<file path="src/hw/rtl/rpc_pkg.sv">
// ----------------------------------------------------------------------------
// rpc_pkg
// shared constants, mode codes and the arctangent table of the converter
// ----------------------------------------------------------------------------
package rpc_pkg;

  localparam int DATA_WIDTH_DEF = 16;
  localparam int ITERATIONS_DEF = 16;
  localparam int MAX_ITER       = 32;
  localparam int GUARD          = 16;
  localparam int ANGLE_W        = 34;
  localparam int SPLIT_W        = 24;

  localparam logic [31:0] INV_GAIN = 32'd2608131496;

  localparam logic signed [ANGLE_W-1:0] HALF_TURN    = 34'sh080000000;
  localparam logic signed [ANGLE_W-1:0] QUARTER_TURN = 34'sh040000000;

  localparam logic FUNC_TO_POLAR = 1'b0;
  localparam logic FUNC_TO_RECT  = 1'b1;

  // arctangent of 2^-idx in units of pi/2^31, truncated
  function automatic logic [31:0] rpc_atan(input int idx);
    logic [31:0] val;
    case (idx)
      0:  val = 32'h20000000;
      1:  val = 32'h12E4051E;
      2:  val = 32'h09FB385B;
      3:  val = 32'h051111D4;
      4:  val = 32'h028B0D43;
      5:  val = 32'h0145D7E1;
      6:  val = 32'h00A2F61E;
      7:  val = 32'h00517C55;
      8:  val = 32'h0028BE53;
      9:  val = 32'h00145F2F;
      10: val = 32'h000A2F98;
      11: val = 32'h000517CC;
      12: val = 32'h00028BE6;
      13: val = 32'h000145F3;
      14: val = 32'h0000A2F9;
      15: val = 32'h0000517C;
      16: val = 32'h000028BE;
      17: val = 32'h0000145F;
      18: val = 32'h00000A2F;
      19: val = 32'h00000517;
      20: val = 32'h0000028B;
      21: val = 32'h00000145;
      22: val = 32'h000000A2;
      23: val = 32'h00000051;
      24: val = 32'h00000028;
      25: val = 32'h00000014;
      26: val = 32'h0000000A;
      27: val = 32'h00000005;
      28: val = 32'h00000002;
      29: val = 32'h00000001;
      default: val = 32'h00000000;
    endcase
    return val;
  endfunction

endpackage

</file>
<file path="src/hw/rtl/rpc_pre.sv">
// ----------------------------------------------------------------------------
// rpc_pre
// input register stage: scales the operands and folds them into the
// right half plane before the iterations
// ----------------------------------------------------------------------------
module rpc_pre
  import rpc_pkg::*;
#(
  parameter int DATA_WIDTH = DATA_WIDTH_DEF,
  localparam int XW = DATA_WIDTH + GUARD + 3
) (
  input  logic                         clk,
  input  logic                         rst,
  input  logic                         in_valid,
  output logic                         in_ready,
  input  logic                         func,
  input  logic signed [DATA_WIDTH-1:0] operand_a,
  input  logic signed [DATA_WIDTH-1:0] operand_b,
  output logic                         out_valid,
  input  logic                         out_ready,
  output logic                         out_func,
  output logic signed [XW-1:0]         out_x,
  output logic signed [XW-1:0]         out_y,
  output logic signed [ANGLE_W-1:0]    out_z
);

  localparam int ASH = 32 - DATA_WIDTH;

  logic signed [XW-1:0]      xa;
  logic signed [XW-1:0]      yb;
  logic signed [ANGLE_W-1:0] zb;
  logic signed [XW-1:0]      x_next;
  logic signed [XW-1:0]      y_next;
  logic signed [ANGLE_W-1:0] z_next;

  assign in_ready = !out_valid || out_ready;

  always_comb begin
    xa = $signed({{3{operand_a[DATA_WIDTH-1]}}, operand_a, {GUARD{1'b0}}});
    yb = $signed({{3{operand_b[DATA_WIDTH-1]}}, operand_b, {GUARD{1'b0}}});
    zb = $signed({{(ANGLE_W-DATA_WIDTH){operand_b[DATA_WIDTH-1]}}, operand_b}) <<< ASH;
    x_next = xa;
    y_next = '0;
    z_next = '0;
    if (func == FUNC_TO_POLAR) begin
      y_next = yb;
      // left half plane: turn by pi
      if (xa < 0) begin
        x_next = -xa;
        y_next = -yb;
        z_next = (yb >= 0) ? HALF_TURN : -HALF_TURN;
      end
    end else begin
      z_next = zb;
      if (zb > QUARTER_TURN) begin
        x_next = -xa;
        z_next = zb - HALF_TURN;
      end else if (zb < -QUARTER_TURN) begin
        x_next = -xa;
        z_next = zb + HALF_TURN;
      end
    end
  end

  always_ff @(posedge clk) begin
    if (rst) begin
      out_valid <= 1'b0;
    end else if (in_ready) begin
      out_valid <= in_valid;
    end
  end

  always_ff @(posedge clk) begin
    if (in_ready) begin
      out_func <= func;
      out_x    <= x_next;
      out_y    <= y_next;
      out_z    <= z_next;
    end
  end

endmodule

</file>
<file path="config.mk">
export PLATFORM = sky130hd
export DESIGN_NAME = rpc_pre
export DESIGN_NICKNAME = d
export VERILOG_FILES = /design/src/hw/rtl/rpc_pkg.sv /design/src/hw/rtl/rpc_pre.sv
export SDC_FILE = /design/constraint.sdc
export NUM_CORES = 1
export LEC_CHECK = 0
export BUFFER_PORTS_ARGS = -buffer_cell sky130_fd_sc_hd__buf_2
export CAP_MARGIN = 20
export CORE_MARGIN = 1
export CORE_UTILIZATION = 48
export CTS_CLUSTER_DIAMETER = 30
export DETAILED_ROUTE_END_ITERATION = 7
export PLACE_DENSITY = 0.87
export SETUP_SLACK_MARGIN = 0.3
export SLEW_MARGIN = 10
export SYNTH_ARGS = -nofsm -noshare
export SYNTH_HDL_FRONTEND = slang
export SYNTH_SLANG_ARGS = --single-unit
</file>
<file path="constraint.sdc">
create_clock -name clk -period 3.3 [get_ports clk]
set_clock_uncertainty 0.1 [all_clocks]
set_input_delay 0.33 -clock clk [delete_from_list [all_inputs] [get_ports clk]]
set_output_delay 0.33 -clock clk [all_outputs]
set_load 0.01 [all_outputs]
</file>
# Yosys cells after proc, flatten, opt, wreduce, memory -nomap -nowiden
# Cells that the tools add are included.
# word_totals
regBits	106
inputBits	37
out_inout_bits	107
word_cells	28
# op_classes
n_addsub	4
order_cmp	4
muxes	10
bitwise_logic	1
n_reduce_logical	3
# op_table
operator	count
$mux W35	5
$mux W34	5
$neg A32 Y35	2
$add A32 B33 Y34 const B	1
$sub A32 B33 Y34 const B	1
$ge A32 B1 Y1 const B	1
$gt A32 B32 Y1 const B	1
$lt A32 B1 Y1 const B	1
$lt A32 B31 Y1 const B	1
$reduce_or A2 Y1	1
$logic_not A1 Y1	1
$logic_or A1 B1 Y1	1
$not A1 Y1	1

# Logic depth before layout (Yosys ltp)
# Gate-level depths: netlist of run 1.
# logic_depth
word_depth	4
mapped_depth	8
mapped_depth_nobuf	8

# Worst setup path after synthesis of run 1
# Ideal clock, no wire load.
# synth_timing
path_kind	input -> register
from	input operand_b[0]
to	register out_y[32], data pin
setup_ns	0.271
arrival_time_ns	2.271
required_time_ns	2.929
path_slack_ns	0.658
path_stages	8
path_buffers	0
path_cell_list	inv_1 > ha_1 > or4b_1 > or4_4 > or3_1 > ha_1 > nand2_1 > a21oi_1
# synth_between
elab_chain_len	2
# synth_rtl
element	line	text
start, declared	rpc_pre.sv:18	input logic signed [DATA_WIDTH-1:0] operand_b,
$neg A32 Y35	rpc_pre.sv:50	y_next = -yb;
$mux W35	rpc_pre.sv:48	if (xa < 0) begin
end signal, assigned	rpc_pre.sv:77	out_y <= y_next;
end, declared	rpc_pre.sv:23	output logic signed [XW-1:0] out_y,
# Every way passes these cells.
# A chain may end at the register's enable or synchronous reset.

# Final worst setup path of run 1
# Ends and elaborated chain as after synthesis.

==> impl_results.md, run 1 <==
- Worst endpoint required time: 3240 ps
- Tot GR Track Use: 18.3%
- WL per Instance: between 10 and 15 um
- CP Cell Sequence: buf_2, inv_1, ha_1, or4b_1, or4_4, or3_1, ha_1, nand2_1, a21oi_1
- Htree depth: 3
- Status: finished clean
- Pint: 1.35 mW
- Clock buffer count from CTS: 9
- Setup Viol. Count Final: 0
- Die height: approximately 84 um
- First-pass GRT wire length: a little under 10 mm
- Adder-cell area share of the yosys netlist: between 2 and 3%
- Clk root buf: clkbuf_8
- Slowest cell on the critical path: or4_4
- Finished Cell Area: around 0.0037 mm^2
- Peak VDD IR: 0.000324 V
- DIE AREA: approximately 0.007 mm^2
- Syn. warnings: 0
- Layout cell share with drive strength beyond 1: a little under a third
- Maxcap violations: 0
- Seq pwr share: around half
- P&R area growth vs syn: 16.9%
- GRT overflow: 0
- Antenna violations before repair: 0
- Synth top cells by count: 56 x edfxtp_1, 49 x buf_4, 23 x nor2_1, 15 x nand2_1, 14 x xor2_1
- Reg clk slew, reported paths: 60 ps
- Gate Count Post-Synth: 280
- Area of the core: 0.00639 mm^2
- Ys async rst share: 0%
- Fin. max-slew vios: 0
- PwrDens: around 490 mW/mm^2
- Final nets: around 420
- Die Wd: 83.6 um
- Most frequent cell after synthesis: edfxtp_1
- Max Buffers Root-to-Sink: 2
- Initial core utilization: about half
- Post-layout minimum cycle time: about 2600 ps
- DRC viols: 0
- Top cell type's share of synthesized area: between 50% and 60%
- Register bit total from synthesis: 57
- Largest cells by area after synthesis: edfxtp_1 53%, buf_4 12%, xor2_1 3.8%
- Vias in the first global route: approximately 2100
- Post-detailed-route via-to-cell ratio: between 4 and 5
- Synth Area in Simple Gates: a little over an eighth
- Io pins: ~140
- Sw Share: approximately a quarter
- Worst Max-Slew Pin Slew: roughly 700 ps
- Clock share of power: between 30% and 40%
- Post-synthesis xor/xnor area fraction: between 7 and 8%
- Post-synth EDFFs: 56
- NetSw: slightly below 500 uW
- Post-synth cell types: 43
- Compound-cell area share of the yosys netlist: 9.12%
- DPL Wire Length: about 4.5 mm
- CTS tree: done
- Most used cell, CP: ha_1
- CTS sink cnt: 57
- Count of cells resized by post-cts repair: 0
- DR vias: between 2000 and 2500
- Largest family of logic cells by synthesized area: buffers and inverters
- CP max FO: 6
- DRT antenna net count: 0
- CP startpoint kind: primary input
- Post-CTS setup buffers: 0
- Worst Setup Path Type: in -> reg
- FMAX: 0.385 GHz
- Final Util: between 50% and 60%
- Syn_area_per_cell: between 10 and 15 um^2
- Mux cell area share after synthesis: less than 1%
- 1st-iter DRT viols: 167
- N_diodes: 0
- Worst hold-check path type: in -> reg
- Drt total wl: around 6.3 mm
- Peak per-stage delay on the critical path: around 530 ps
- Crit end category: flip-flop
- Cell taking the most area after synthesis: edfxtp_1
- Slew headroom: between 50% and 60%
- Comb pwr share: 17.3%
- Worst EP arrival: about 2500 ps
- RSZ-0062 raised after global routing: no
- Fin cells: between 400 and 500
- Setup TNS: 0 ps
- Static Leak: 1.69 nW
- DRT Pass-1 Iters: 4
- Clk Latency, worst-skew pair: approximately 330 ps
- Placement Rows: 29
- Final Hold Fails: 0
- Post-DP Area: ~0.0036 mm^2
- Final Wtd Congestion: slightly below 0.8
- Hold slack: 42.1 ps
- Placed cell count: ~440
- Ys flop type: edfxtp_1
- Synthesized area: between 0.003 and 0.004 mm^2
- Hold_buf cts: 0
- Sequential element share of the synthesized area: 53.2%
- Largest net degree at the start of global routing: 45
- Fin crit share: 78.8%
- Port buffer count: 95
==> cell families (layout without fill, tap and decap cells) <==
kind of cell / Yosys count / after routing
flip-flops: 57 / 57
AO/OA/AOI/OAI: 39 / 39
AND/OR/NAND/NOR: 80 / 80
buffers and inverters: 69 / 125
other: 1 / 48
adder cells (fa/ha/maj): 7 / 7
multiplexers: 1 / 1
XOR/XNOR: 26 / 26
==> registers in the layout, summed over array words and instances, names as in the netlist <==
name	count
out_valid	1
out_x	19
out_y	19
out_func	1
out_z	17
==> stage by stage <==
step                      setup WS, ps  power [mW]
after CTS                          727        1.84
after floorplan                    658        1.14
final                              701        1.83
after detailed placement           388        1.23
after global placement             443        1.22
after global routing               610        1.90
==> cells in the final DEF (no fill, tap or decap), types with 5 or more instances in the layout <==
cell type   n
buf_2      95
edfxtp_1   56
conb_1     48
nor2_1     23
nand2_1    15
xor2_1     14
and2_1     13
inv_1      12
xnor2_1    12
a21oi_1    10
clkbuf_8    9
o21ai_0     8
ha_1        7
nor3_1      5
==> worst max-delay path: cells and delay by family <==
family	cells	cell delay, ps
buffers and inverters	2	210
and+or+nand+nor	4	1390
adders and majority gates	2	540
AOI/OAI and AO/OA	1	70
==> metal layers <==
layer / part of all wire (%) / track usage, % / up-vias / routed length [um]
met3: 8.8 / 5.54 / 13 / 553
met1: 39 / 21.1 / 1061 / 2440
met4: 2.6 / 9.55 / 0 / 160
li1: - / - / 1085 / -
met5: 0 / 0 / - / 0
met2: 50 / 30.5 / 123 / 3110
==> worst paths after layout <==
check | depth (start not counted) | from | end | slack, ps
worst min register to register | 2 | out_valid | out_valid | 840
worst min-delay path | 2 | rst | out_valid | 40
worst max register to register | 2 | out_valid | out_y[29] | 1740
worst max-delay path | 9 | operand_b[0] | out_y[32] | 700
==> area by class of cell <==
cell class / instances / area, um^2
Fill cell: 502 / 2650
Sequential cell: 57 / 1700
Multi-Input combinational cell: 201 / 1220
Timing Repair Buffer: 97 / 490
Clock buffer: 12 / 135
Tap cell: 77 / 96.3
Inverter: 12 / 45.0
Clock inverter: 4 / 43.8
==> power by group through the flow <==
stage | Combinational, mW | Clock [mW] | Sequential, mW
2_1_floorplan | 0.182 | 0 | 0.962
3_3_place_gp | 0.304 | 0 | 0.914
3_5_place_dp | 0.313 | 0 | 0.917
4_1_cts | 0.316 | 0.618 | 0.902
5_1_grt | 0.344 | 0.648 | 0.908
6_report | 0.316 | 0.612 | 0.901
Note: power is estimated with default switching activity, not from simulation.
==> run 2, diff against run 1 <==
==> constraint.sdc (replaced) <==
create_clock -name clk -period 2.48 [get_ports clk]
set_clock_uncertainty 0.1 [all_clocks]
set_input_delay 0.248 -clock clk [delete_from_list [all_inputs] [get_ports clk]]
set_output_delay 0.248 -clock clk [all_outputs]
set_load 0.01 [all_outputs]
==> run 2 against run 1 <==
Combinational power is 43% higher; core utilization up 4.1 points; worst setup slack got worse by 370 ps; hold slack improved by 2.2 ps; clock power rose by 52%; wire length rose by 6.4%; critical path type unchanged; critical endpoint unchanged.
==> impl_results.md, run 2 (synthesized netlist as in run 1, its figures left out) <==
- DIE AREA: 0.00699 mm^2 (unchanged)
- DPL Wire Length: 4.96 mm (+10%)
- DRT antenna net count: 0 (unchanged)
- 1st-iter DRT viols: 170 (+1.8%)
- DRC viols: 0 (unchanged)
- Top layer in use: met4
- Hold Path Stages: 3 (+1)
- Worst endpoint required time: 2570 ps (-670 ps)
- Placed cell count: 463 (+4.3%)
- Post-detailed-route via-to-cell ratio: 5.01 (+1.0%)
- Placement Rows: 29 (unchanged)
- N_diodes: 0 (unchanged)
- FILL cells: 470 (-6.4%)
- Slew headroom: 66.4% (+14 points)
- Die Wd: 83.6 um (unchanged)
- Worst Max-Slew Pin Slew: 505 ps (-209 ps)
- Post-layout minimum cycle time: about 2100 ps
- Drt total wl: 6.66 mm (+6.4%)
- Max Buffers Root-to-Sink: 2 (unchanged)
- CTS sink cnt: 57 (unchanged)
- Worst r2r path cells: 2 (unchanged)
- DR vias: 2406 (+5.4%)
- P&R area growth vs syn: 25.1%
- Initial core utilization: 50.1% (unchanged)
- PwrDens: 646 mW/mm^2 (+32%)
- Commonest cells after routing, fill and taps aside: 93 x buf_2, 56 x edfxtp_1, 48 x conb_1
- Worst Setup Path Type: in -> reg
- CTS tree: done
- Clk Latency, worst-skew pair: 340 ps (about the same)
- Clock buffer count from CTS: 9 (unchanged)
- Fin cells: 480 (+4.3%)
- Layout cell share with drive strength beyond 1: 38.0% (+6.1 points)
- Largest net degree at the start of global routing: 34 (-24%)
- Met2 wire len: 3.28 mm (+5.7%)
- Vias in the first global route: 2268 (+8.2%)
- Final Wtd Congestion: 0.880 (+12%)
- GRT overflow: 0 (unchanged)
- Maxcap violations: 0 (unchanged)
- Final worst slack: 332 ps (-369 ps)
- Io pins: 144 (unchanged)
- Clk root buf: clkbuf_8
- RSZ-0062 raised after global routing: no
- DRT Pass-1 Iters: 4 (unchanged)
- WL per Instance: 13.9 um (+2.0%)
- CP max FO: 2 (-4)
- Dpl ws: -162 ps (-551 ps)
- Crit end category: flip-flop
- Hold slack: 44.4 ps (+2.25 ps)
- Wl on met1: 2.58 mm (+5.8%)
- Top Registers: out_x x19, out_y x19, out_z x17
- Commonest non-fill, non-tap cell in the layout: buf_2
- Reg clk slew, reported paths: 70 ps (about the same)
- Final nets: 442 (+4.7%)
- Status: finished clean
- Worst EP arrival: 2240 ps (-300 ps)
- Worst hold-check path type: in -> reg
- Final Hold Fails: 0 (unchanged)
- CP startpoint kind: primary input
- Htree depth: 3 (unchanged)
- Area of the core: 0.00639 mm^2 (unchanged)
- Tot GR Track Use: 20.0% (+1.8 points)
- Power consumption: 2.58 mW (+41%)
- Peak VDD IR: 0.000547 V (+69%)
- Die height: 83.6 um (unchanged)
- FMAX: 0.466 GHz
- Fin crit share: 86.6%
- Setup Viol. Count Final: 0 (unchanged)
- Met3 WL post-DR: 571 um (+3.3%)
- First-pass GRT wire length: 10.8 mm (+9.3%)
- Fin. max-slew vios: 0 (unchanged)
- Port buffer count: 95 (unchanged)
- Antenna violations before repair: 0 (unchanged)
- Static Leak: 1.81 nW (+7.1%)
==> run 2: power breakdown <==
| group | internal, mW | switching [mW] |
|---|---|---|
| Sequential | 1.18 | 0.0270 |
| Combinational | 0.181 | 0.270 |
| Clock | 0.560 | 0.371 |
| Total | 1.92 | 0.668 |
==> run 2: path summary, 6_finish.rpt <==
path | start | end | slack [ps]
max | operand_b[3] | out_y[32] | 330
min | in_valid | out_valid | 40
max reg2reg | out_valid | out_x[28] | 1070
min reg2reg | out_valid | out_y[19] | 580
==> run 2: per-layer routing <==
layer  up-vias  track usage [%]
met2       138             33.3
met4         0             10.8
met1      1126             23.1
met5         -                0
li1       1125                -
met3        17             6.13
==> run 2: critical path: stages <==
cell	delay, ps
buf_2	120
or4_4	530
or4_4	530
or3_4	350
ha_4	280
nand2_2	40
a21oi_1	140
==> run 2: metrics by stage <==
step | TNS, ps | util [%] | cell area [um^2]
after floorplan | 0 | - | 3410
after global placement | -469 | 58.5 | 3730
after detailed placement | -685 | 58.5 | 3730
after CTS | 0 | 62.3 | 3980
after global routing | 0 | 62.6 | 4000
final | 0 | 62.6 | 4000
==> run 2: area by class of cell <==
cell class	count	area [um^2]	share of cell area (%)
repair buffers	117	656	16.4
multi-input cells	201	1270	31.8
clock inverters	6	82.6	2.06
flip-flops and latches	57	1700	42.5
inverters	12	65.1	1.63
clock buffers	10	128	3.19
well taps	77	96.3	2.41
==> run 2: what timing repair did <==
| action | in CTS | in global routing |
|---|---|---|
| hold endpoints to repair | 1 | 0 |
| pin swaps | 3 | 4 |
| hold buffers | 1 | 0 |
| cloned | 0 | 0 |
| setup buffers | 0 | 0 |
| gates resized for setup | 4 | 6 |
| setup endpoints to repair | 6 | 6 |
