### src/hw/rtl/rpc_pkg.sv
// ----------------------------------------------------------------------------
// rpc_pkg
// shared constants, mode codes and the arctangent table of the converter
// ----------------------------------------------------------------------------
package rpc_pkg;

  localparam int DATA_WIDTH_DEF = 16;
  localparam int ITERATIONS_DEF = 16;
  localparam int MAX_ITER       = 32;
  localparam int GUARD          = 16;
  localparam int ANGLE_W        = 34;
  localparam int SPLIT_W        = 24;

  localparam logic [31:0] INV_GAIN = 32'd2608131496;

  localparam logic signed [ANGLE_W-1:0] HALF_TURN    = 34'sh080000000;
  localparam logic signed [ANGLE_W-1:0] QUARTER_TURN = 34'sh040000000;

  localparam logic FUNC_TO_POLAR = 1'b0;
  localparam logic FUNC_TO_RECT  = 1'b1;

  // arctangent of 2^-idx in units of pi/2^31, truncated
  function automatic logic [31:0] rpc_atan(input int idx);
    logic [31:0] val;
    case (idx)
      0:  val = 32'h20000000;
      1:  val = 32'h12E4051E;
      2:  val = 32'h09FB385B;
      3:  val = 32'h051111D4;
      4:  val = 32'h028B0D43;
      5:  val = 32'h0145D7E1;
      6:  val = 32'h00A2F61E;
      7:  val = 32'h00517C55;
      8:  val = 32'h0028BE53;
      9:  val = 32'h00145F2F;
      10: val = 32'h000A2F98;
      11: val = 32'h000517CC;
      12: val = 32'h00028BE6;
      13: val = 32'h000145F3;
      14: val = 32'h0000A2F9;
      15: val = 32'h0000517C;
      16: val = 32'h000028BE;
      17: val = 32'h0000145F;
      18: val = 32'h00000A2F;
      19: val = 32'h00000517;
      20: val = 32'h0000028B;
      21: val = 32'h00000145;
      22: val = 32'h000000A2;
      23: val = 32'h00000051;
      24: val = 32'h00000028;
      25: val = 32'h00000014;
      26: val = 32'h0000000A;
      27: val = 32'h00000005;
      28: val = 32'h00000002;
      29: val = 32'h00000001;
      default: val = 32'h00000000;
    endcase
    return val;
  endfunction

endpackage

### src/hw/rtl/rpc_scale.sv
// ----------------------------------------------------------------------------
// rpc_scale
// gain correction, phase rounding and saturation; four register stages,
// the last one is the output register
// ----------------------------------------------------------------------------
module rpc_scale
  import rpc_pkg::*;
#(
  parameter int DATA_WIDTH = DATA_WIDTH_DEF,
  localparam int XW = DATA_WIDTH + GUARD + 3
) (
  input  logic                         clk,
  input  logic                         rst,
  input  logic                         in_valid,
  output logic                         in_ready,
  input  logic                         in_func,
  input  logic signed [XW-1:0]         in_x,
  input  logic signed [XW-1:0]         in_y,
  input  logic signed [ANGLE_W-1:0]    in_z,
  output logic                         out_valid,
  input  logic                         out_ready,
  output logic signed [DATA_WIDTH:0]   result_a,
  output logic signed [DATA_WIDTH-1:0] result_b
);

  localparam int ASH = 32 - DATA_WIDTH;
  localparam int HW  = XW - SPLIT_W;
  localparam int LPW = SPLIT_W + 32;
  localparam int HPW = HW + 32;
  localparam int PW  = XW + 32;
  localparam int RW  = PW - 48;
  localparam int VW  = RW + 1;

  localparam logic signed [ANGLE_W-1:0] Z_RND = (ANGLE_W'(1) << ASH) >> 1;
  localparam logic [PW-1:0]             P_RND = PW'(1) << 47;
  localparam logic signed [VW-1:0]      SMAX_V = VW'((64'sd1 <<< (DATA_WIDTH-1)) - 64'sd1);
  localparam logic signed [VW-1:0]      SMIN_V = -SMAX_V - VW'(1);
  localparam logic signed [VW-1:0]      MAG_MAX = VW'((64'sd1 <<< DATA_WIDTH) - 64'sd1);

  function automatic logic [DATA_WIDTH-1:0] sat_s(input logic signed [VW-1:0] v);
    logic [DATA_WIDTH-1:0] r;
    if (v > SMAX_V) begin
      r = SMAX_V[DATA_WIDTH-1:0];
    end else if (v < SMIN_V) begin
      r = SMIN_V[DATA_WIDTH-1:0];
    end else begin
      r = v[DATA_WIDTH-1:0];
    end
    return r;
  endfunction

  // stage 1: magnitudes and phase rounding
  logic                  v1;
  logic                  rdy1;
  logic                  func1;
  logic                  negx1;
  logic                  negy1;
  logic [XW-1:0]         mx1;
  logic [XW-1:0]         my1;
  logic [DATA_WIDTH-1:0] ph1;
  logic [ANGLE_W-1:0]    zr;

  // stage 2: partial products
  logic                  v2;
  logic                  rdy2;
  logic                  func2;
  logic                  negx2;
  logic                  negy2;
  logic [LPW-1:0]        pxl2;
  logic [HPW-1:0]        pxh2;
  logic [LPW-1:0]        pyl2;
  logic [HPW-1:0]        pyh2;
  logic [DATA_WIDTH-1:0] ph2;

  // stage 3: sum, round, sign
  logic                  v3;
  logic                  rdy3;
  logic                  func3;
  logic signed [VW-1:0]  vx3;
  logic signed [VW-1:0]  vy3;
  logic [DATA_WIDTH-1:0] ph3;
  logic [PW-1:0]         sx;
  logic [PW-1:0]         sy;
  logic [RW-1:0]         rx;
  logic [RW-1:0]         ry;

  // stage 4: saturation
  logic                  rdy4;
  logic [DATA_WIDTH-1:0] mag;
  logic [DATA_WIDTH-1:0] ca;
  logic [DATA_WIDTH-1:0] cb;

  assign rdy4     = !out_valid || out_ready;
  assign rdy3     = !v3 || rdy4;
  assign rdy2     = !v2 || rdy3;
  assign rdy1     = !v1 || rdy2;
  assign in_ready = rdy1;

  assign zr = in_z + Z_RND;

  always_comb begin
    sx = (PW'(pxh2) << SPLIT_W) + PW'(pxl2) + P_RND;
    sy = (PW'(pyh2) << SPLIT_W) + PW'(pyl2) + P_RND;
    rx = sx[PW-1:48];
    ry = sy[PW-1:48];
  end

  always_comb begin
    if (vx3 < 0) begin
      mag = '0;
    end else if (vx3 > MAG_MAX) begin
      mag = '1;
    end else begin
      mag = vx3[DATA_WIDTH-1:0];
    end
    ca = sat_s(vx3);
    cb = sat_s(vy3);
  end

  always_ff @(posedge clk) begin
    if (rst) begin
      v1        <= 1'b0;
      v2        <= 1'b0;
      v3        <= 1'b0;
      out_valid <= 1'b0;
    end else begin
      if (rdy1) begin
        v1 <= in_valid;
      end
      if (rdy2) begin
        v2 <= v1;
      end
      if (rdy3) begin
        v3 <= v2;
      end
      if (rdy4) begin
        out_valid <= v3;
      end
    end
  end

  always_ff @(posedge clk) begin
    if (rdy1) begin
      func1 <= in_func;
      negx1 <= in_x[XW-1];
      negy1 <= in_y[XW-1];
      mx1   <= in_x[XW-1] ? XW'(-in_x) : XW'(in_x);
      my1   <= in_y[XW-1] ? XW'(-in_y) : XW'(in_y);
      ph1   <= zr[ASH+DATA_WIDTH-1:ASH];
    end
    if (rdy2) begin
      func2 <= func1;
      negx2 <= negx1;
      negy2 <= negy1;
      pxl2  <= mx1[SPLIT_W-1:0] * INV_GAIN;
      pxh2  <= mx1[XW-1:SPLIT_W] * INV_GAIN;
      pyl2  <= my1[SPLIT_W-1:0] * INV_GAIN;
      pyh2  <= my1[XW-1:SPLIT_W] * INV_GAIN;
      ph2   <= ph1;
    end
    if (rdy3) begin
      func3 <= func2;
      vx3   <= negx2 ? -$signed({1'b0, rx}) : $signed({1'b0, rx});
      vy3   <= negy2 ? -$signed({1'b0, ry}) : $signed({1'b0, ry});
      ph3   <= ph2;
    end
    if (rdy4) begin
      if (func3 == FUNC_TO_POLAR) begin
        result_a <= $signed({1'b0, mag});
        result_b <= $signed(ph3);
      end else begin
        result_a <= $signed({ca[DATA_WIDTH-1], ca});
        result_b <= $signed(cb);
      end
    end
  end

endmodule

### config.mk
export PLATFORM = sky130hd
export DESIGN_NAME = rpc_scale
export DESIGN_NICKNAME = d
export VERILOG_FILES = /design/src/hw/rtl/rpc_pkg.sv /design/src/hw/rtl/rpc_scale.sv
export SDC_FILE = /design/constraint.sdc
export NUM_CORES = 2
export LEC_CHECK = 0
export ABC_AREA = 1
export BUFFER_PORTS_ARGS = -buffer_cell sky130_fd_sc_hd__buf_4
export CELL_PAD_IN_SITES_DETAIL_PLACEMENT = 2
export CELL_PAD_IN_SITES_GLOBAL_PLACEMENT = 2
export CORE_MARGIN = 5
export CORE_UTILIZATION = 42
export DETAILED_ROUTE_END_ITERATION = 10
export MAX_ROUTING_LAYER = met4
export PLACE_DENSITY = 0.85
export SYNTH_ARGS = -nofsm -noshare
export SYNTH_HDL_FRONTEND = slang
export SYNTH_SLANG_ARGS = --single-unit
### constraint.sdc
create_clock -name clk -period 7.25 [get_ports clk]
set_input_delay 0.725 -clock clk [delete_from_list [all_inputs] [get_ports clk]]
set_output_delay 0.725 -clock clk [all_outputs]
set_load 0.02 [all_outputs]
==> Yosys cells after proc, flatten, opt, wreduce, memory -nomap -nowiden <==
Cells that the tools add are included.
{ "word_totals": {"regBits": 388, "inputBits": 109, "output_inout_bits": 35, "elab_cells": 68} }
{ "op_classes": {"addsub": 9, "mul": 4, "magnitude_cmp": 6, "n_mux": 12, "n_reduce_logical": 8} }
{ "ops": {"columns": ["cell", "n"], "rows": [
  ["67-bit by 48-bit adder with 67-bit output, second input constant", 2],
  ["67-bit by 56-bit adder with 67-bit output", 2],
  ["16-bit two-way mux", 8],
  ["24-bit by 29-bit multiplier with 53-bit output, second input constant", 2],
  ["11-bit by 29-bit multiplier with 40-bit output, second input constant", 2],
  ["35-bit negation", 2],
  ["34-bit two-way mux", 2],
  ["20-bit by 16-bit greater-than comparator with 1-bit output, second input constant", 2],
  ["20-bit by 16-bit < comparator with 1-bit output, second input constant", 2],
  ["19-bit negation with 20-bit output", 2],
  ["19-bit two-way mux", 2],
  ["32-bit by 17-bit adder with 32-bit output, second input constant", 1],
  ["20-bit by 17-bit greater-than comparator with 1-bit output, second input constant", 1],
  ["20-bit by 1-bit < comparator with 1-bit output, second input constant", 1],
  ["1-bit logical NOT", 4],
  ["1-bit logical OR", 4]
]} }

==> Longest topological paths before layout <==
{ "depth": {"depth_word": 5, "ltp_mapped": 28, "depth_no_buf": 28} }

==> Worst setup path before layout <==
Ideal clock, no wire load.
{ "synth_timing": {"kind": "input to register", "start": "in out_ready", "end": "reg func2 (enable)", "setup_time_ns": 0.510, "arrival_ns": 5.933, "required_time_ns": 6.740, "path_slack_ns": 0.807, "cell_stages": 6, "n_path_buf": 0, "cell_sequence": "nor2_1 > inv_1 > nor2_1 > inv_1 > nor2_1 > inv_1"} }
{ "synth_via": {"elab_chain_cells": 3} }
{ "synth_lines": {"columns": ["element", "line_no", "text"], "rows": [
  ["from (decl)", "rpc_scale.sv:21", "input logic out_ready,"],
  ["1-bit logical OR", "rpc_scale.sv:93", "assign rdy4 = !out_valid || out_ready;"],
  ["named net rdy4", "rpc_scale.sv:88", "logic rdy4;"],
  ["1-bit logical OR", "rpc_scale.sv:94", "assign rdy3 = !v3 || rdy4;"],
  ["named net rdy3", "rpc_scale.sv:77", "logic rdy3;"],
  ["1-bit logical OR", "rpc_scale.sv:95", "assign rdy2 = !v2 || rdy3;"],
  ["named net rdy2", "rpc_scale.sv:65", "logic rdy2;"],
  ["to (signal assigned)", "rpc_scale.sv:152", "func2 <= func1;"],
  ["to (decl)", "rpc_scale.sv:66", "logic func2;"]
]} }
The timed path passes the listed nets, and every way through them passes these cells.
A chain may end at the register's enable or synchronous reset.

==> Final worst setup path <==
{ "layout_timing": {"start": "reg my1[22]", "end": "reg pyl2[49], data pin"} }
{ "layout_via": {"elab_chain_cells": 1} }
{ "layout_lines": {"columns": ["element", "line_no", "text"], "rows": [
  ["from (decl)", "rpc_scale.sv:59", "logic [XW-1:0] my1;"],
  ["from (signal assigned)", "rpc_scale.sv:148", "my1 <= in_y[XW-1] ? XW'(-in_y) : XW'(in_y);"],
  ["24-bit by 29-bit multiplier with 53-bit output", "rpc_scale.sv:157", "pyl2 <= my1[SPLIT_W-1:0] * INV_GAIN;"],
  ["to (signal assigned)", "rpc_scale.sv:157", null],
  ["to (decl)", "rpc_scale.sv:71", "logic [LPW-1:0] pyl2;"]
]} }
Every way passes these cells.

==> implementation parameters <==
Parameter                              Value

Timing
  Max-slew violation total from the final report    0
  RSZ-0062 raised after global routing    true
  Hold violation total from the final report    0
  Fin worst setup slack    0.137 ns
  Actual transition at the worst max-transition pin    1.11 ns
  Total setup violations reported at the end of the flow    0
  Highest Clock Rate    141 MHz
  Clk_skew    0.0313 ns
  Shortest period the worst path allows    7.11 ns
  Worst-case headroom to the max-slew limit    26.3%
  Crit share post-route    98.1%

GRT
  Initial antenna violation count    4
  Global router's overall resource usage    31.7%
  Vias in the first global route    54,300
  Global-route wire length before repair    331 mm
  Pin count of the biggest net entering global routing    88
  Total grt overflow    0

Synth
  Leading cell types by total area after synthesis    sky130_fd_sc_hd__fa_1 (29%), sky130_fd_sc_hd__ha_1 (18%), sky130_fd_sc_hd__edfxtp_1 (18%)
  Register area share after synthesis    18.1%
  Number of synthesis warnings    0
  Number of enable flip-flop cells after synthesis    336
  Number of nets in the synthesized netlist    8,112
  Count of distinct cell types in the synthesized netlist    56
  Post-synthesis instance total    6,387
  Post-synthesis cell area    56,100 sq um
  Proportion of synthesized flip-flops having asynchronous set or reset    0%
  Average instance area after synthesis    8.79 sq um
  Cell taking the most area after synthesis    sky130_fd_sc_hd__fa_1
  Top FF cell, synth    sky130_fd_sc_hd__edfxtp_1
  Synthesis-stage register bit count    340
  Area share of the largest cell type after synthesis    28.9%

Drt
  Remaining antenna violation count    0
  Initial DRC count    2,123
  DRC violation count after routing    0
  Detailed Routing Iterations Pass 1    5
  Vias after detailed routing    45,400
  Vias per cell    5.40
  Sum of routed wire length over all layers    218 mm
  Average wire per standard cell    26.0 um

Min path
  HP Class    primary input to flip-flop
  Number of instances on the worst hold path    1

Setup path
  Kind of critical path    flip-flop to flip-flop
  Data required, critical path    7.74 ns
  Depth of the most critical reg-to-reg path    20
  Data arrival time of the worst path    7.60 ns
  Peak fanout along the critical path    5
  Setup slack of the worst register-to-register path    0.14 ns
  Worst Setup End Kind    flip-flop
  Launching element type of the critical path    flip-flop

Clocking
  Clock sink count    340
  CTS HTree Levels    2
  Clock slew at reported path FFs    0.06 ns
  Inserted Clock Buffers    46
  Number of hold buffers added after cts    0
  Skew-Pair Late Insertion Delay    0.66 ns
  Clock tree from TritonCTS    built
  Maximum buffer depth of the clock tree    3
  Root Buffer    sky130_fd_sc_hd__clkbuf_16

Placement
  Dpl cells    8,300
  RD Place Congestion    0.964
  Placed wire-length estimate after detailed placement    189 mm
  Post-Place Worst Slack    0.112 ns
  Count of input and output buffers    126

Layout
  Reg area    10,200 sq um
  Number of fillers in the final layout    14,800
  Number of nets in the final layout    8,324
  Finished Layout Cells    8,407
  Multi-input gate area in the final layout    39,500 sq um
  Fraction of layout cells with a size suffix above 1    5.12%
  Area growth, synth to finish    9.16%

Floorplanning
  Placeable Area    133,000 sq um
  Initial cell density of the core    42.2%
  Row count    134
  I/O pin count    144
  Floorplan die area    141,000 sq um
  Die Y-Extent    376 um
  Horizontal die dimension    376 um

Job
  Maxcap violations    0

Status
  Outcome    finished clean
==> path summary, 6_finish.rpt <==
kind,startpoint,endpoint
min reg2reg,ph2[14],ph3[14]
max reg2reg,my1[22],pyl2[49]
min,in_func,func1
max,my1[22],pyl2[49]
==> state kept, by name, summed over array words and instances, names as in the netlist, 16 cells and up <==
signal	flops
vy3	20
vx3	20
mx1	35
pyh2	40
result_b	16
ph2	16
my1	35
result_a	17
ph1	16
pyl2	29
pxh2	40
ph3	16
pxl2	29
==> cell usage after synthesis, types with 2 or more instances <==
| cell | number |
|---|---|
| sky130_fd_sc_hd__xor2_1 | 163 |
| sky130_fd_sc_hd__clkbuf_1 | 12 |
| sky130_fd_sc_hd__a31oi_1 | 43 |
| sky130_fd_sc_hd__nor3b_1 | 3 |
| sky130_fd_sc_hd__edfxtp_1 | 336 |
| sky130_fd_sc_hd__nand4_1 | 53 |
| sky130_fd_sc_hd__nor2_1 | 429 |
| sky130_fd_sc_hd__nand3_1 | 156 |
| sky130_fd_sc_hd__dfxtp_1 | 4 |
| sky130_fd_sc_hd__nand2_2 | 12 |
| sky130_fd_sc_hd__nand2_1 | 1045 |
| sky130_fd_sc_hd__inv_1 | 1707 |
| sky130_fd_sc_hd__xnor2_1 | 68 |
| sky130_fd_sc_hd__fa_1 | 809 |
| sky130_fd_sc_hd__and2_1 | 2 |
| sky130_fd_sc_hd__o221a_2 | 2 |
| sky130_fd_sc_hd__nor4_1 | 18 |
| sky130_fd_sc_hd__and3_1 | 5 |
| sky130_fd_sc_hd__a21oi_1 | 279 |
| sky130_fd_sc_hd__o21bai_2 | 2 |
| sky130_fd_sc_hd__o21bai_1 | 17 |
| sky130_fd_sc_hd__o2111ai_1 | 4 |
| sky130_fd_sc_hd__o21ai_1 | 13 |
| sky130_fd_sc_hd__o221ai_1 | 4 |
| sky130_fd_sc_hd__buf_1 | 5 |
| sky130_fd_sc_hd__o21ai_0 | 183 |
| sky130_fd_sc_hd__o21ai_2 | 6 |
| sky130_fd_sc_hd__or3_1 | 2 |
| sky130_fd_sc_hd__nor3_1 | 59 |
| sky130_fd_sc_hd__nor2_2 | 14 |
| sky130_fd_sc_hd__a21o_1 | 12 |
| sky130_fd_sc_hd__o31ai_1 | 7 |
| sky130_fd_sc_hd__o21a_1 | 23 |
| sky130_fd_sc_hd__nand3b_1 | 11 |
| sky130_fd_sc_hd__o211ai_1 | 12 |
| sky130_fd_sc_hd__a221oi_1 | 5 |
| sky130_fd_sc_hd__nand3_2 | 2 |
| sky130_fd_sc_hd__inv_2 | 6 |
| sky130_fd_sc_hd__ha_1 | 807 |
| sky130_fd_sc_hd__or2_2 | 20 |
| sky130_fd_sc_hd__a21boi_0 | 12 |
==> area by class of cell <==
class	count	share of cell area, %
diodes	2	0.00817
clock buffers	51	1.91
clock inverters	35	0.619
inverters	1714	10.5
multi-input cells	4315	64.5
flip-flops and latches	340	16.6
well taps	1768	3.61
repair buffers	182	2.27
==> layer usage <==
| metal | vias up | wire length, um | global-route usage (%) |
|---|---|---|---|
| li1 | 20200 | - | - |
| met1 | 23600 | 83500 | 34.8 |
| met2 | 1061 | 117000 | 58.9 |
| met3 | 497 | 7640 | 3.17 |
| met4 | 0 | 10700 | 12.3 |
| met5 | - | 0 | - |
==> per-stage QoR <==
stage | utilization, % | instance area, sq um | TNS [ns] | hold slack (ns)
floorplan | - | 56100 | 0 | 0.400
global placement | 44.7 | 59500 | 0 | 0.401
detailed placement | 44.7 | 59500 | 0 | 0.408
CTS | 45.9 | 61100 | 0 | 0.224
global route | 46.0 | 61300 | -0.103 | 0.234
finish | 46.0 | 61300 | 0 | 0.257
==> critical path, stage by stage (launching register included) <==
cell,delay [ns]
sky130_fd_sc_hd__edfxtp_1,0.63
sky130_fd_sc_hd__buf_4,0.28
sky130_fd_sc_hd__ha_1,0.27
sky130_fd_sc_hd__inv_1,0.21
sky130_fd_sc_hd__fa_1,0.61
sky130_fd_sc_hd__fa_1,0.54
sky130_fd_sc_hd__inv_1,0.05
sky130_fd_sc_hd__fa_1,0.54
sky130_fd_sc_hd__fa_1,0.47
sky130_fd_sc_hd__fa_1,0.50
sky130_fd_sc_hd__inv_1,0.05
sky130_fd_sc_hd__fa_1,0.58
sky130_fd_sc_hd__inv_1,0.07
sky130_fd_sc_hd__ha_1,0.40
sky130_fd_sc_hd__nand2_1,0.15
sky130_fd_sc_hd__nor2_1,0.22
sky130_fd_sc_hd__inv_1,0.13
sky130_fd_sc_hd__nor4_1,0.72
sky130_fd_sc_hd__nand3_1,0.17
sky130_fd_sc_hd__nand3_1,0.15
sky130_fd_sc_hd__xor2_1,0.20
==> placed cells by master (no fill, tap or decap), types with 162 or more instances in the layout <==
master and n:
sky130_fd_sc_hd__inv_1 1703, sky130_fd_sc_hd__nand2_1 1044, sky130_fd_sc_hd__fa_1 809, sky130_fd_sc_hd__ha_1 801, sky130_fd_sc_hd__nor2_1 429, sky130_fd_sc_hd__edfxtp_1 336, sky130_fd_sc_hd__a21oi_1 279, sky130_fd_sc_hd__o21ai_0 181
sky130_fd_sc_hd__buf_4 180, sky130_fd_sc_hd__xor2_1 162
==> logic make-up (layout without fill, tap and decap cells) <==
logic type | Yosys count | count (layout) | share of synthesized area (%)
other | 0 | 2 | 0
and+or+nand+nor | 1837 | 1837 | 13.5
AOI/OAI and AO/OA | 631 | 631 | 6.31
DFF | 340 | 340 | 18.1
adders and majority gates | 1616 | 1616 | 46.9
xor gates and xnor gates | 231 | 231 | 3.61
buffers and inverters | 1732 | 1982 | 11.6
==> what timing repair did <==
action,4_1_cts,5_1_grt
endpoints found under the setup margin,0,18
setup buffers,0,19
resized for setup,0,13
Power is not shown: default switching activity piles up to over one toggle a cycle in this logic, so the estimate is an artifact.
